**src/rtl/rsd_pkg.sv**
```systemverilog
`timescale 1ns / 1ps
// ----------------------------------------------------------------------------
// rsd_pkg: shared definitions for the RLE RGB555 sprite decoder
// Holds the sizes, codes, beat structs and the RGB555 to RGB888 widening.
// ----------------------------------------------------------------------------
package rsd_pkg;

  // Largest sprite in bytes; the byte counter saturates one below it.
  localparam int unsigned MaxImageBytes = 1048576;
  localparam int unsigned CountW        = 20;
  localparam int unsigned CountMax      = (1 << CountW) - 1;
  localparam logic [CountW-1:0] CountCap =
    CountW'((MaxImageBytes - 1) < CountMax ? (MaxImageBytes - 1) : CountMax);

  // Control byte that announces a transparent-skip count.
  localparam logic [7:0] SkipMark = 8'hFF;

  // Decode modes as held in the mode register.
  typedef enum logic [1:0] {
    MODE_RAW  = 2'd0,
    MODE_COMP = 2'd1,
    MODE_ISO  = 2'd2,
    MODE_RSVD = 2'd3
  } mode_e;

  // Configuration register indexes.
  typedef enum logic {
    REG_DECODE_MODE = 1'b0,
    REG_RAW_PREFIX  = 1'b1
  } reg_idx_e;

  // Decoder phase, one-hot.
  typedef enum logic [2:0] {
    PH_CTRL = 3'b001,
    PH_RUN  = 3'b010,
    PH_SKIP = 3'b100
  } phase_e;

  typedef struct packed {
    mode_e             mode;
    logic [CountW-1:0] prefix;
  } cfg_t;

  typedef struct packed {
    logic [31:0] word;
    logic        last;
    logic        trunc;
  } result_t;

  // Widen a little-endian RGB555 pixel to RGB888 by repeating top bits.
  function automatic logic [23:0] widen555(logic [15:0] c);
    widen555 = {c[14:10], c[14:12], c[9:5], c[9:7], c[4:0], c[4:2]};
  endfunction

endpackage

```
**src/rtl/rle_rgb555_sprite_decoder_top.sv**
```systemverilog
`timescale 1ns / 1ps
// ----------------------------------------------------------------------------
// rle_rgb555_sprite_decoder_top: RLE RGB555 sprite decoder
// Turns a sprite's byte stream into RGB888 pixel, control and skip words.
// ----------------------------------------------------------------------------
// The decoder takes one sprite byte per cycle while in_stall_o is low and
// gives at most one 32-bit word per byte: the byte waits in the input
// register, the word in the result register. Throughput is one byte per
// clock while nothing stalls, set by the single-pass decode step between
// those two registers. The low byte of a pixel gives no word. A final byte
// that ends a pixel, run or skip count early gives a zero word with truncated
// set. Write the mode and raw prefix only while no byte or word is in flight;
// a mode change between two bytes of a sprite takes effect at the next byte.
module rle_rgb555_sprite_decoder_top (
  input  logic                       clk_i,
  input  logic                       rst_ni,
  // Configuration writes
  input  logic                       cfg_valid_i,
  output logic                       cfg_ready_o,
  input  logic                       cfg_index_i,
  input  logic [rsd_pkg::CountW-1:0] cfg_data_i,
  // Byte input
  input  logic                       in_valid_i,
  output logic                       in_stall_o,
  input  logic [7:0]                 data_byte_i,
  input  logic                       last_byte_i,
  // Word output
  output logic                       out_valid_o,
  input  logic                       out_stall_i,
  output logic [31:0]                pixel_word_o,
  output logic                       last_word_o,
  output logic                       truncated_o
);

  rsd_pkg::cfg_t    cfg;
  rsd_pkg::result_t res;
  rsd_pkg::result_t out;
  logic             res_valid;
  logic             res_free;

  rsd_cfg u_cfg (
    .clk_i       (clk_i),
    .rst_ni      (rst_ni),
    .cfg_valid_i (cfg_valid_i),
    .cfg_ready_o (cfg_ready_o),
    .cfg_index_i (cfg_index_i),
    .cfg_data_i  (cfg_data_i),
    .cfg_o       (cfg)
  );

  rsd_core u_core (
    .clk_i       (clk_i),
    .rst_ni      (rst_ni),
    .cfg_i       (cfg),
    .in_valid_i  (in_valid_i),
    .in_stall_o  (in_stall_o),
    .data_byte_i (data_byte_i),
    .last_byte_i (last_byte_i),
    .res_free_i  (res_free),
    .res_valid_o (res_valid),
    .res_o       (res)
  );

  rsd_out u_out (
    .clk_i       (clk_i),
    .rst_ni      (rst_ni),
    .res_valid_i (res_valid),
    .res_i       (res),
    .res_free_o  (res_free),
    .out_valid_o (out_valid_o),
    .out_stall_i (out_stall_i),
    .out_o       (out)
  );

  assign pixel_word_o = out.word;
  assign last_word_o  = out.last;
  assign truncated_o  = out.trunc;

endmodule

```
**src/rtl/rsd_cfg.sv**
```systemverilog
`timescale 1ns / 1ps
// ----------------------------------------------------------------------------
// rsd_cfg: configuration registers
// Holds the decode mode and the raw prefix length written over the config port.
// ----------------------------------------------------------------------------
module rsd_cfg (
  input  logic                      clk_i,
  input  logic                      rst_ni,
  input  logic                      cfg_valid_i,
  output logic                      cfg_ready_o,
  input  logic                      cfg_index_i,
  input  logic [rsd_pkg::CountW-1:0] cfg_data_i,
  output rsd_pkg::cfg_t             cfg_o
);

  rsd_pkg::mode_e              mode_q;
  logic [rsd_pkg::CountW-1:0]  prefix_q;

  // Writes are always taken.
  assign cfg_ready_o = 1'b1;

  // Register write.
  always_ff @(posedge clk_i or negedge rst_ni) begin
    if (!rst_ni) begin
      mode_q   <= rsd_pkg::MODE_RAW;
      prefix_q <= '0;
    end else if (cfg_valid_i) begin
      unique case (rsd_pkg::reg_idx_e'(cfg_index_i))
        rsd_pkg::REG_DECODE_MODE: mode_q   <= rsd_pkg::mode_e'(cfg_data_i[1:0]);
        rsd_pkg::REG_RAW_PREFIX:  prefix_q <= cfg_data_i;
        default: ;
      endcase
    end
  end

  assign cfg_o.mode   = mode_q;
  assign cfg_o.prefix = prefix_q;

endmodule

```
**src/rtl/rsd_core.sv**
```systemverilog
`timescale 1ns / 1ps
// ----------------------------------------------------------------------------
// rsd_core: input register and decode step
// Registers each byte beat, then decodes it against the phase state in one pass.
// ----------------------------------------------------------------------------
module rsd_core (
  input  logic              clk_i,
  input  logic              rst_ni,
  input  rsd_pkg::cfg_t     cfg_i,
  input  logic              in_valid_i,
  output logic              in_stall_o,
  input  logic [7:0]        data_byte_i,
  input  logic              last_byte_i,
  input  logic              res_free_i,
  output logic              res_valid_o,
  output rsd_pkg::result_t  res_o
);

  // Input register.
  logic       in_valid_q;
  logic [7:0] byte_q;
  logic       last_q;

  // Decoder state.
  rsd_pkg::phase_e            phase_q, phase_d;
  logic [7:0]                 run_q, run_d;
  logic [7:0]                 hold_q, hold_d;
  logic                       pend_q, pend_d;
  logic [rsd_pkg::CountW-1:0] seen_q, seen_d;

  logic        raw;
  logic        have;
  logic [31:0] word;
  logic [7:0]  run_dec;
  logic        incomplete;
  logic        advance;

  // Raw or compressed decode for this byte.
  always_comb begin
    unique case (cfg_i.mode)
      rsd_pkg::MODE_COMP: raw = 1'b0;
      rsd_pkg::MODE_ISO:  raw = (seen_q < cfg_i.prefix) ||
                                ((phase_q == rsd_pkg::PH_CTRL) && pend_q);
      default:            raw = 1'b1;
    endcase
  end

  // Decode step.
  always_comb begin
    phase_d = phase_q;
    run_d   = run_q;
    hold_d  = hold_q;
    pend_d  = pend_q;
    have    = 1'b0;
    word    = '0;
    run_dec = run_q - 8'd1;
    if (raw) begin
      phase_d = rsd_pkg::PH_CTRL;
      run_d   = '0;
      if (!pend_q) begin
        hold_d = byte_q;
        pend_d = 1'b1;
      end else begin
        word   = {8'd0, rsd_pkg::widen555({byte_q, hold_q})};
        pend_d = 1'b0;
        have   = 1'b1;
      end
    end else begin
      unique case (phase_q)
        rsd_pkg::PH_SKIP: begin
          word    = {24'd0, byte_q};
          phase_d = rsd_pkg::PH_CTRL;
          have    = 1'b1;
        end
        rsd_pkg::PH_RUN: begin
          if (!pend_q) begin
            hold_d = byte_q;
            pend_d = 1'b1;
          end else begin
            word   = {8'd0, rsd_pkg::widen555({byte_q, hold_q})};
            pend_d = 1'b0;
            have   = 1'b1;
            run_d  = run_dec;
            if (run_dec == 8'd0) begin
              phase_d = rsd_pkg::PH_CTRL;
            end
          end
        end
        default: begin
          // Control byte: passed out; SkipMark sets up a skip, any other nonzero byte a pixel run.
          pend_d = 1'b0;
          word   = {24'd0, byte_q};
          have   = 1'b1;
          if (byte_q == rsd_pkg::SkipMark) begin
            phase_d = rsd_pkg::PH_SKIP;
          end else if (byte_q != 8'd0) begin
            run_d   = byte_q;
            phase_d = rsd_pkg::PH_RUN;
          end
        end
      endcase
    end

    seen_d = (seen_q < rsd_pkg::CountCap) ? seen_q + 1'b1 : seen_q;

    incomplete = (phase_d != rsd_pkg::PH_CTRL) || pend_d;
    res_o.word  = word;
    res_o.last  = last_q;
    res_o.trunc = 1'b0;
    if (last_q) begin
      // End of sprite: flag a cut pixel, run or skip count, and return to reset state.
      if (incomplete) begin
        res_o.word  = '0;
        res_o.trunc = 1'b1;
        have        = 1'b1;
      end
      phase_d = rsd_pkg::PH_CTRL;
      run_d   = '0;
      hold_d  = '0;
      pend_d  = 1'b0;
      seen_d  = '0;
    end
  end

  // A beat with no result never waits for the output register.
  assign advance     = in_valid_q && (res_free_i || !have);
  assign res_valid_o = advance && have;
  assign in_stall_o  = in_valid_q && !advance;

  // Input register.
  always_ff @(posedge clk_i or negedge rst_ni) begin
    if (!rst_ni) begin
      in_valid_q <= 1'b0;
    end else if (!in_stall_o) begin
      in_valid_q <= in_valid_i;
    end
  end

  always_ff @(posedge clk_i) begin
    if (in_valid_i && !in_stall_o) begin
      byte_q <= data_byte_i;
      last_q <= last_byte_i;
    end
  end

  // State update.
  always_ff @(posedge clk_i or negedge rst_ni) begin
    if (!rst_ni) begin
      phase_q <= rsd_pkg::PH_CTRL;
      run_q   <= '0;
      hold_q  <= '0;
      pend_q  <= 1'b0;
      seen_q  <= '0;
    end else if (advance) begin
      phase_q <= phase_d;
      run_q   <= run_d;
      hold_q  <= hold_d;
      pend_q  <= pend_d;
      seen_q  <= seen_d;
    end
  end

  // A truncation word is always the zero word closing the sprite.
  assert property (@(posedge clk_i) disable iff (!rst_ni)
    res_valid_o && res_o.trunc |-> res_o.last && (res_o.word == 32'd0))
    else $error("truncation word malformed");

  // The last byte of a sprite leaves the decoder in its reset state.
  assert property (@(posedge clk_i) disable iff (!rst_ni)
    advance && last_q |=> (phase_q == rsd_pkg::PH_CTRL) && !pend_q &&
                          (run_q == 8'd0) && (seen_q == '0))
    else $error("state not cleared after last byte");

  // A pixel run in progress always has pixels left.
  assert property (@(posedge clk_i) disable iff (!rst_ni)
    (phase_q == rsd_pkg::PH_RUN) |-> (run_q != 8'd0))
    else $error("empty pixel run");

  // No half pixel is held while waiting for a skip count.
  assert property (@(posedge clk_i) disable iff (!rst_ni)
    (phase_q == rsd_pkg::PH_SKIP) |-> !pend_q)
    else $error("low byte pending in skip phase");

endmodule

```
**src/rtl/rsd_out.sv**
```systemverilog
`timescale 1ns / 1ps
// ----------------------------------------------------------------------------
// rsd_out: result register
// Holds one decoded word beat until the downstream side takes it.
// ----------------------------------------------------------------------------
module rsd_out (
  input  logic             clk_i,
  input  logic             rst_ni,
  input  logic             res_valid_i,
  input  rsd_pkg::result_t res_i,
  output logic             res_free_o,
  output logic             out_valid_o,
  input  logic             out_stall_i,
  output rsd_pkg::result_t out_o
);

  logic             valid_q;
  rsd_pkg::result_t data_q;

  // Free when empty or when the held beat leaves this cycle.
  assign res_free_o = !valid_q || !out_stall_i;

  always_ff @(posedge clk_i or negedge rst_ni) begin
    if (!rst_ni) begin
      valid_q <= 1'b0;
    end else if (res_free_o) begin
      valid_q <= res_valid_i;
    end
  end

  always_ff @(posedge clk_i) begin
    if (res_free_o && res_valid_i) begin
      data_q <= res_i;
    end
  end

  assign out_valid_o = valid_q;
  assign out_o       = data_q;

endmodule
```
**config.mk**
```make
export PLATFORM = sky130hd
export DESIGN_NAME = rle_rgb555_sprite_decoder_top
export DESIGN_NICKNAME = d
export VERILOG_FILES = /design/src/rtl/rsd_pkg.sv /design/src/rtl/rle_rgb555_sprite_decoder_top.sv /design/src/rtl/rsd_cfg.sv /design/src/rtl/rsd_core.sv /design/src/rtl/rsd_out.sv
export SDC_FILE = /design/constraint.sdc
export NUM_CORES = 1
export LEC_CHECK = 0
export BUFFER_PORTS_ARGS = -buffer_cell sky130_fd_sc_hd__buf_2
export CORE_ASPECT_RATIO = 0.5
export CORE_MARGIN = 8
export CORE_UTILIZATION = 54
export DETAILED_ROUTE_END_ITERATION = 16
export HOLD_SLACK_MARGIN = 0.03
export PLACE_DENSITY = 0.76
export SYNTH_ARGS = -nofsm -noshare
export SYNTH_HDL_FRONTEND = slang
export SYNTH_SLANG_ARGS = --single-unit
```
**constraint.sdc**
```tcl
create_clock -name clk_i -period 4.1 [get_ports clk_i]
set_input_delay 0.615 -clock clk_i [delete_from_list [all_inputs] [get_ports clk_i]]
set_output_delay 0.615 -clock clk_i [all_outputs]
set_load 0.03 [all_outputs]
```
==> results.tsv <==
metric	value	unit
cts_inserted_buffers	9	
total_power	3.08	mW
fillers	781	
avgSynthCellArea	10.1	sq um
path_clk_slew	70	ps
antenna_cells	0	
cts_setup_buffers	0	
cts-root-buf	clkbuf_16	
insertion_delay	340	ps
grt_max_degree	40	
worst_clock_skew	6.30	ps
multi_input_area	0.00230	sq mm
dp_hpwl	8120	um
drive_above_1_share	22.0	%
syn_inst	506	
fmax	0.283	GHz
powerDensity	539	mW/mm^2
cts_resized	0	
path_buf_inv	2	
die-area	0.0130	sq mm
critPathLaunchType	register	
grtUsageMet1	22.9	%
wirelength	11400	um
maxCapViolCount	0	
min_period	3530	ps
synth_seq_cells	93	
core	0.00932	sq mm
finalHoldViolCount	0	
cp-end-kind	output pin	
routabilityCongestion	0.852	
grt_pass1_vias	3978	
cts.sinks	93	
top_usage_layer	met2	
crit_family	simple AND/OR/NAND/NOR gates	
cp_slowest_cell	dfrtp_1	
async_flop_share	68.8	%
yosysWarnings	0	
globalRouteMet2Util	30.0	%
hp-class	in2async	
tightest_slew	958	ps
drc	0	
die_h	84.7	um
final_antenna_net_count	0	
die_x	153	um
nNetsFinal	610	
outcome	complete, no violations	
yosysMostFrequentCell	dfrtp_1	
fin_tns_setup	0	ps
cts-hold-fix-buffers	0	
cp_num_cells	9	
viasPerCell	5.89	
antenna_found_initial	0	
path_class	reg2out	
syn_area	0.00510	sq mm
track_usage	18.1	%
slew_viol_final	0	
r2r_cells	9	
synth_top_area_cell	dfrtp_1	
synth_commonest_cells	63 x dfrtp_1, 61 x nand2_1, 32 x nor2_1	
vias	4000	
ir_worst_vdd	0.299	mV
slew_headroom	36.0	%
synth-main-ff-cell	dfrtp_1	
crit_arrival	2920	ps
ys_seq_area_share	48.5	%
drt-pass1-iter-count	5	
synth-edff-count	29	
setup_viol	0	
cts_buffer_depth	2	
grt_setup_unrepaired	false	
grt_use_met3	4.97	%
synth_top_area_share	30.9	%
ff2ff_setup_slack	1080	ps
crit_required	3480	ps
grt_pass1_wl	19300	um
min_period_over_period	86.2	%
fp-row-count	25	
synth.area.top_cells	dfrtp_1 31%, edfxtp_1 17%, ha_1 5.4%	
dr.first_iter.drc_count	297	
slowest_delay	440	ps
grt-ovfl-total	0	
crit_fanout	11	
port_buffers	62	
ios	72	
wire_per_inst	16.9	um
initial_utilization	54.7	%
p_leak	2.58	nW
seqCellArea	0.00247	sq mm
h-tree-depth	3	
synth_cell_type_count	61	
worstPathCellList	ha_1 > nand4_1 > nor3_1 > a32oi_2 > a311oi_1 > buf_4 > nor3_2 > nor3b_1 > buf_2	
syn2layout_area_growth	12.0	%
tritoncts	done	
## layer usage
| layer | vias to the layer above | part of all wire, % |
|---|---|---|
| li1 | 1904 | - |
| met1 | 1916 | 45 |
| met2 | 159 | 46 |
| met3 | 21 | 6.7 |
| met4 | 0 | 1.8 |
| met5 | - | 0 |
## cell families (layout without fill, tap and decap cells)
family | count (synthesis) | after routing | synth area share (%)
AO/OA/AOI/OAI | 109 | 109 | 14.4
multiplexers | 24 | 24 | 5.25
other | 2 | 9 | 0.147
buffers and inverters | 66 | 111 | 6.92
XOR/XNOR | 2 | 2 | 0.343
AND/OR/NAND/NOR | 188 | 188 | 19.1
flip-flops | 93 | 93 | 48.5
adder cells (fa/ha/maj) | 22 | 22 | 5.40
## flip-flops by register name (all words and copies together), names as in the netlist
| register | cells |
|---|---|
| u_core.byte_q | 8 |
| u_core.last_q | 1 |
| u_core.in_valid_q | 1 |
| u_core.phase_q | 3 |
| u_out.out_valid_o | 1 |
| u_core.seen_q | 20 |
| u_cfg.mode_q | 2 |
| u_cfg.prefix_q | 20 |
| u_core.run_q | 8 |
| u_core.hold_q | 8 |
| u_out.out_o | 20 |
| u_core.pend_q | 1 |
## layout by cell type, fill, tap and decap left out, drive strengths merged, types with 5 or more instances in the layout
master and count:
edfxtp 29, conb 9, dfrtp 63, a21oi 28
buf 67, nand2b 5, and3 8, clkbuf 9
and2 6, nor2 33, o211ai 6, o21ai 29
or4 7, mux2 22, nand2 61, or3 11
nor2b 6, or2 5, ha 22, inv 30
nand4 11, nand3 16, nor3 7, a22o 11
a22oi 7
## stage by stage
step / setup WS (ps) / instances / hold WS, ps / cell area (sq um) / utilization, %
global placement: 1030 / 663 / 483 / 5380 / 57.7
detailed placement: 951 / 663 / 490 / 5380 / 57.7
CTS: 571 / 679 / 422 / 5710 / 61.3
global route: 324 / 679 / 438 / 5710 / 61.3
finish: 567 / 679 / 393 / 5710 / 61.3
floorplan: 727 / 513 / 319 / 5130 / -
## report_power, final
group	switching (mW)	internal [mW]
sequential	0.132	1.16
combinational	0.594	0.276
clock	0.374	0.545
total	1.10	1.98
## layout make-up
type / count / share of cell area, %
timing repair buffer: 67 / 6.09
multi-input combinational: 354 / 40.3
inverter: 28 / 1.84
clock inverter: 7 / 1.88
sequential: 93 / 43.3
tap: 121 / 2.65
clock buffer: 9 / 3.94
## final timing paths
kind | from | to
hold reg to reg | u_core.hold_q[5] | u_core.hold_q[5]
min in group clk_i | data_byte_i[0] | u_core.byte_q[0]
hold / removal | rst_ni | u_cfg.prefix_q[5]
setup / recovery | u_core.seen_q[15] | in_stall_o
max in group asynchronous | rst_ni | u_core.phase_q[0]
setup reg to reg | u_core.seen_q[18] | u_out.out_o[8]
(Power assumes the default switching activity.)
